**config.mk**
```make
export PLATFORM = sky130hd
export DESIGN_NAME = sscu_cell
export DESIGN_NICKNAME = d
export VERILOG_FILES = /design/src/sv/sscu_pkg.sv /design/src/sv/sscu_cell.sv
export SDC_FILE = /design/constraint.sdc
export NUM_CORES = 1
export LEC_CHECK = 0
export BUFFER_PORTS_ARGS = -buffer_cell sky130_fd_sc_hd__buf_2
export CAP_MARGIN = 20
export CELL_PAD_IN_SITES_DETAIL_PLACEMENT = 0
export CELL_PAD_IN_SITES_GLOBAL_PLACEMENT = 1
export CORE_MARGIN = 2
export CORE_UTILIZATION = 32
export DETAILED_ROUTE_END_ITERATION = 7
export PLACE_DENSITY = 0.93
export SKIP_LAST_GASP = 1
export SYNTH_ARGS = -nofsm -noshare
export SYNTH_HDL_FRONTEND = slang
export SYNTH_SLANG_ARGS = --single-unit
```
**constraint.sdc**
```tcl
create_clock -name clk_i -period 13.5 [get_ports clk_i]
set_clock_uncertainty 0.2 [all_clocks]
set_input_delay 2.7 -clock clk_i [delete_from_list [all_inputs] [get_ports clk_i]]
set_output_delay 2.7 -clock clk_i [all_outputs]
set_load 0.01 [all_outputs]
```
**src/sv/sscu_pkg.sv**
```systemverilog
// Shared types, constants and command codes for the sorted cue table.
package sscu_pkg;

  localparam int unsigned CAPACITY     = 64;
  localparam int unsigned TIME_BITS    = 32;
  localparam int unsigned PAYLOAD_BITS = 32;
  localparam int unsigned IDX_W        = $clog2(CAPACITY);
  localparam int unsigned CNT_W        = $clog2(CAPACITY + 1);

  localparam logic [1:0] CMD_INSERT = 2'd0;
  localparam logic [1:0] CMD_RETIME = 2'd1;
  localparam logic [1:0] CMD_READ   = 2'd2;

  localparam logic [1:0] STATUS_OK    = 2'd0;
  localparam logic [1:0] STATUS_FULL  = 2'd1;
  localparam logic [1:0] STATUS_RANGE = 2'd2;

  localparam logic [CNT_W-1:0] CAPACITY_CNT = CNT_W'(CAPACITY);

  // What one cell shows to its neighbors.
  typedef struct packed {
    logic                    valid;
    logic                    flag;
    logic [TIME_BITS-1:0]    cue_time;
    logic [PAYLOAD_BITS-1:0] cue_payload;
  } cell_t;

  // Operation broadcast to every cell in the execute cycle.
  typedef struct packed {
    logic                    ins_en;
    logic                    ret_en;
    logic [TIME_BITS-1:0]    cue_time;
    logic [PAYLOAD_BITS-1:0] cue_payload;
    logic [IDX_W-1:0]        idx;
    logic [CNT_W-1:0]        fill;
  } op_t;

  // Virtual neighbors at the two ends of the row.
  localparam cell_t EDGE_LEFT  = '{valid: 1'b1, flag: 1'b1, cue_time: '0, cue_payload: '0};
  localparam cell_t EDGE_RIGHT = '{valid: 1'b0, flag: 1'b0, cue_time: '0, cue_payload: '0};

endpackage

```
**src/sv/sscu_cell.sv**
```systemverilog
// One table cell: holds an entry, compares it to the broadcast key and shifts.
module sscu_cell (
  input  logic                        clk_i,
  input  logic [sscu_pkg::IDX_W-1:0]  my_idx_i,
  input  sscu_pkg::op_t               op_i,
  input  sscu_pkg::cell_t             left_i,
  input  sscu_pkg::cell_t             right_i,
  output sscu_pkg::cell_t             cell_o,
  output logic                        load_o
);

  logic [sscu_pkg::TIME_BITS-1:0]    time_q, time_d;
  logic [sscu_pkg::PAYLOAD_BITS-1:0] payload_q, payload_d;
  logic valid, flag, take_l, take_r, load;
  logic lo, eq, hi;

  assign valid = {1'b0, my_idx_i} < op_i.fill;
  assign lo    = my_idx_i < op_i.idx;
  assign eq    = my_idx_i == op_i.idx;
  assign hi    = my_idx_i > op_i.idx;

  // Insert asks "at or before the key"; retime orders equal keys by position.
  always_comb begin
    if (op_i.ins_en) begin
      flag = valid && (time_q <= op_i.cue_time);
    end else begin
      flag = valid && ((time_q < op_i.cue_time) ||
                       ((time_q == op_i.cue_time) && lo));
    end
  end

  always_comb begin
    take_l = 1'b0;
    take_r = 1'b0;
    load   = 1'b0;
    if (op_i.ins_en) begin
      if (!flag) begin
        if (left_i.valid && !left_i.flag) begin
          take_l = 1'b1;
        end else if (left_i.valid) begin
          load = 1'b1;
        end
      end
    end else if (op_i.ret_en) begin
      if (lo) begin
        if (!flag) begin
          if (!left_i.flag) take_l = 1'b1;
          else load = 1'b1;
        end
      end else if (eq) begin
        if (!left_i.flag) take_l = 1'b1;
        else if (right_i.flag) take_r = 1'b1;
        else load = 1'b1;
      end else if (hi) begin
        if (flag) begin
          if (right_i.flag) take_r = 1'b1;
          else load = 1'b1;
        end
      end
    end
  end

  always_comb begin
    time_d    = time_q;
    payload_d = payload_q;
    if (load) begin
      time_d    = op_i.cue_time;
      payload_d = op_i.cue_payload;
    end else if (take_l) begin
      time_d    = left_i.cue_time;
      payload_d = left_i.cue_payload;
    end else if (take_r) begin
      time_d    = right_i.cue_time;
      payload_d = right_i.cue_payload;
    end
  end

  // Entry storage is undefined until written, so it carries no reset.
  always_ff @(posedge clk_i) begin
    time_q    <= time_d;
    payload_q <= payload_d;
  end

  assign cell_o = '{valid: valid, flag: flag, cue_time: time_q, cue_payload: payload_q};
  assign load_o = load;

endmodule

```
=== Yosys cells after proc, flatten, opt, wreduce, memory -nomap -nowiden ===
Index checks and enable logic that the tools add are counted.

* RAM bits: 0
* Memories kept: 0
* Word-level logic and storage cells: 52
* Bits in latches: 0
* Memory bits (read-only): 0
* Flip-flop bits (word level): 64
* Output and inout port bits: 67

* Equal/unequal tests: 2
* Bitwise operators: 0
* Reduce and logical (&&, ||, !) cells: 7
* Multipliers: 0
* Shift operators: 0
* Muxes and demuxes: 36
* Div/mod/pow operators: 0
* $add $sub $neg: 0
* Magnitude comparators: 5

{| class="wikitable"
|+ Operators with widths
! cell !! number
|-
| $mux 32 || 6
|-
| $eq 32x32->1 || 1
|-
| $le 32x32->1 || 1
|-
| $lt 32x32->1 || 1
|-
| $mux 1 || 30
|-
| $lt 6x7->1 || 1
|-
| $eq 6x6->1 || 1
|-
| $gt 6x6->1 || 1
|-
| $lt 6x6->1 || 1
|-
| $logic_and 1x1->1 || 4
|-
| $reduce_bool 3->1 || 1
|-
| $logic_not 1->1 || 1
|-
| $logic_or 1x1->1 || 1
|}

=== Longest topological paths before layout ===
* Depth in word-level cells: 14
* Depth in mapped cells: 12
* Mapped depth without buffers: 9

=== Worst setup path before layout ===
No wires, ideal clock.

* Path type: in2reg
* Start point: in op_i[52] in the netlist's numbering
* End point: reg payload_q[0] in the netlist's numbering (enable)
* Setup slack: 1313 ps
* Arrival time: 11281 ps
* Stages on the path: 9
* Required time: 12594 ps
* Library setup time: 706 ps
* Buffers on the path: 0
* Cells stage by stage: inv_1 > ha_1 > a21oi_1 > o21ai_0 > a211oi_1 > a31oi_2 > nor3_1 > a21oi_1 > o311ai_0

* Word-level cells in the longest chain between the ends: 12
* Elaborated cells on any way between the ends: 28

{| class="wikitable"
|+ RTL lines
! element !! line !! RTL
|-
| from (decl) || sscu_cell.sv:5 || <nowiki>input sscu_pkg::op_t op_i,</nowiki>
|-
| parallel branches: the longest is 4 deep, another holds $lt 32x32->1 || - ||
|-
| $mux 1 (*) || sscu_cell.sv:24 || <nowiki>if (op_i.ins_en) begin</nowiki>
|-
| $mux 1 || sscu_cell.sv:55 || <nowiki>if (flag) begin</nowiki>
|-
| $mux 1 || sscu_cell.sv:54 || <nowiki>end else if (hi) begin</nowiki>
|-
| $mux 1 || sscu_cell.sv:50 || <nowiki>end else if (eq) begin</nowiki>
|-
| $mux 1 || sscu_cell.sv:45 || <nowiki>if (lo) begin</nowiki>
|-
| $mux 1 || sscu_cell.sv:44 || <nowiki>end else if (op_i.ret_en) begin</nowiki>
|-
| $mux 1 || sscu_cell.sv:36 || <nowiki>if (op_i.ins_en) begin</nowiki>
|-
| $reduce_bool 3->1 (no source line) (*) || - ||
|-
| to (signal assigned) || sscu_cell.sv:81 || <nowiki>payload_q <= payload_d;</nowiki>
|-
| to (decl) || sscu_cell.sv:13 || <nowiki>logic [sscu_pkg::PAYLOAD_BITS-1:0] payload_q, payload_d;</nowiki>
|}

Mark *: on every way between the ends.
A chain may end at the register's enable or synchronous reset.

=== Worst setup path in the final report ===
* Start point: in op_i[76] in the netlist's numbering
* End point: out load_o

* Word-level cells in the longest chain between the ends: 11
* Elaborated cells on any way between the ends: 16

{| class="wikitable"
|+ RTL lines
! element !! line !! RTL
|-
| parallel branches: the longest is 4 deep, another holds $lt 32x32->1 || - ||
|-
| $mux 1 (*) || sscu_cell.sv:24 ||
|-
| $mux 1 || sscu_cell.sv:55 ||
|-
| $mux 1 || sscu_cell.sv:54 ||
|-
| $mux 1 || sscu_cell.sv:50 ||
|-
| $mux 1 || sscu_cell.sv:45 ||
|-
| $mux 1 || sscu_cell.sv:44 ||
|-
| $mux 1 (*) || sscu_cell.sv:36 ||
|-
| to (decl) || sscu_cell.sv:9 || <nowiki>output logic load_o</nowiki>
|}

Marks and branches as above.

==> flow_metrics.py <==
metrics = {
    "worst_setup_path": {
        "worst_setup_path_start_kind": "primary input",
        "required_ns": 10.60,
        "cp_slowest_cell": "buf_4",
        "rr_startpoint": "time_q[31]",
        "cp_cell_sequence": "buf_2 > inv_1 > ha_1 > nand4_2 > nor4_2 > o21ai_1 > a31oi_2 > or4b_2 > buf_4 > and3_2 > inv_1 > buf_2",
        "timing.rr.end": "time_q[2]",
        "crit_type": "in2out",
        "rr_worst_depth": 11,
        "cp.arrival_ns": 5.63,
        "worstSetupStartpoint": "op_i[76]",
        "cp_max_fo": 65,
        "worst_setup_path_end_kind": "output port",
        "endpoint": "load_o",
        "ff2ff_setup_slack_ns": 8.74,
        "slowest_delay_ns": 0.60,
    },
    "clocking": {
        "cts_sinks": 64,
        "clk_pin_slew_ns": 0.06,
        "cts_buffer_depth": 2,
        "cts_tree": "built",
        "post_cts_buffers": 0,
        "ctsHtreeMaxLevel": 3,
        "hold_buffers": 0,
        "cts.root.buffer_cell": "clkbuf_16",
        "worstSkewPairLatency_ns": 0.34,
        "cts_resized": 0,
        "cts_buffers": 9,
    },
    "sta": {
        "period_share_pct": 63.2,
        "hold_viol_final": 0,
        "slew_headroom_pct": 34.0,
        "period_minus_slack_ns": 8.53,
        "slew_viol_final": 0,
        "fmax_mhz": 117,
        "rsz0062_at_grt": "no",
        "tightest_slew_ns": 0.990,
        "setup-tns-final_ns": 0,
        "finalSetupViolations": 0,
    },
    "cells_and_area": {
        "finalNonFillerCells": 1021,
        "mostFrequentLayoutCells": "buf_2 (283), a31oi_1 (130), o21ai_0 (71)",
        "layout.nets": 1062,
        "drive_gt1_share_pct": 39.4,
        "fin_util_pct": 44.0,
        "area_growth_syn_to_layout_pct": 35.3,
        "diodes": 0,
        "final_common_cell": "buf_2",
    },
    "global_routing": {
        "grt_pass1_wl_mm": 25.4,
        "grt_max_degree": 130,
        "grt.total_usage_pct": 19.1,
        "grt_pass1_vias": 4850,
        "grt.overflow.total": 0,
        "antenna_found_initial": 0,
    },
    "placed_design": {
        "place_inst": 1006,
        "gp_congestion": 0.779,
        "port_buffers": 283,
        "hpwl_mm": 12.1,
    },
    "job": {
        "drv_cap": 0,
    },
    "floorplan": {
        "die_x_microns": 131,
        "core_area_sq_um": 15800,
        "initial_core_util_pct": 32.5,
        "fp.dieH_microns": 131,
        "num_rows": 46,
        "io_pins": 285,
        "dieArea_sq_um": 17000,
    },
    "detailed_routing": {
        "post-route-drc-count": 0,
        "postRouteAntennaNets": 0,
        "first_iter_violations": 445,
        "wl_mm": 17.1,
        "avgViaCountPerCell": 5.29,
        "firstDrtPassIters": 5,
        "dr_total_vias": 5401,
        "post_drt_wl_per_cell_microns": 16.8,
    },
    "run_status": {
        "outcome": "complete, no violations",
    },
    "logic_synthesis": {
        "synth_fp_nets": 817,
        "synth_cell_types": 36,
        "synth.yosys.warnings": 0,
        "syn_inst": 556,
        "synth.largest_area_cell": "edfxtp_1",
        "syn_area_sq_um": 5120,
        "yosysSeqAreaShare_pct": 37.5,
        "ys_seq_elements": 64,
        "syn_area_per_cell_sq_um": 9.22,
        "synth_area_leaders": "edfxtp_1 (38%), a31oi_1 (16%), or3b_1 (11%)",
        "synth_top_area_share_pct": 37.5,
    },
    "pwr": {
        "leakagePower_nw": 3.09,
        "irDropWorstVdd_mv": 0.0576,
        "powerDensity_nw_per_um2": 112,
    },
    "hold_path": {
        "hp-class": "reg2reg",
    },
}
-- how the worst min path moves through the flow --
stage	start	to	slack, ns	depth (start not counted)
floorplan	time_q[31]	payload_q[0]	1.14	9
global placement	time_q[30]	time_q[31]	1.39	9
detailed placement	time_q[30]	time_q[31]	1.46	9
CTS	time_q[30]	payload_q[31]	1.46	9
global route	time_q[23]	payload_q[31]	1.58	9
finish	time_q[30]	payload_q[31]	1.47	9
-- layer usage --
layer	up-vias	track usage, %	wire, microns
met4	0	7.13	413
met5	-	0	0
met3	30	3.62	1320
li1	2666	-	-
met1	2461	25.2	7080
met2	244	31.3	8300
-- through the flow --
stage | instance area, sq um | power [mW] | hold WS, ns | worst slack [ns]
2_1_floorplan | 5120 | 0.447 | 1.14 | 1.31
5_1_grt | 6930 | 0.820 | 1.58 | 4.79
3_5_place_dp | 6630 | 0.533 | 1.46 | 4.95
4_1_cts | 6930 | 0.783 | 1.46 | 4.93
3_3_place_gp | 6630 | 0.527 | 1.39 | 4.94
6_report | 6930 | 0.774 | 1.47 | 4.97
-- power breakdown --
group,switching (mW),internal [mW]
logic,0.151,0.0984
registers,0.0119,0.267
clock network,0.0871,0.159
-- worst max-delay path: cells and delay by family --
kind                       cells  cell delay (ns)
AOI/OAI and AO/OA              2             0.55
adders and majority gates      1             0.32
buffers and inverters          5             0.90
and+or+nand+nor                4             1.13
-- synth_stat cells, drive strengths merged --
cell type / instances
o2111ai: 1
nand2: 14
inv: 46
a211oi: 2
nand4: 5
a31oi: 131
a211o: 1
a21oi: 18
o211ai: 1
nor2: 9
ha: 43
nand4b: 1
and3: 1
o21ai: 75
o22a: 1
o311ai: 1
and4: 2
or4b: 1
or3b: 64
buf: 13
nand2b: 4
clkbuf: 45
or2: 1
mux2i: 1
edfxtp: 64
nor3b: 1
nand3: 3
nor3: 2
a21o: 3
nor4: 2
-- state kept, by name (all words and copies together), names as in the netlist --
register   flops
time_q        32
payload_q     32
-- kinds of logic after synthesis --
group           share of synthesized area (%)
compound gates                           26.8
fa+ha+maj                                10.5
flops                                    37.5
mux                                     0.195
simple gates                             16.1
buf+inv                                  8.89
-- layout make-up --
cell class                 instances  area (sq um)
timing repair buffer             292          1480
multi-input combinational        388          2780
clock inverter                     5          72.6
clock buffer                      10           229
fill                            1630          8840
inverter                          46           173
tap                              216           270
sequential                        64          1920
Note: power is estimated with default switching activity, not from simulation.
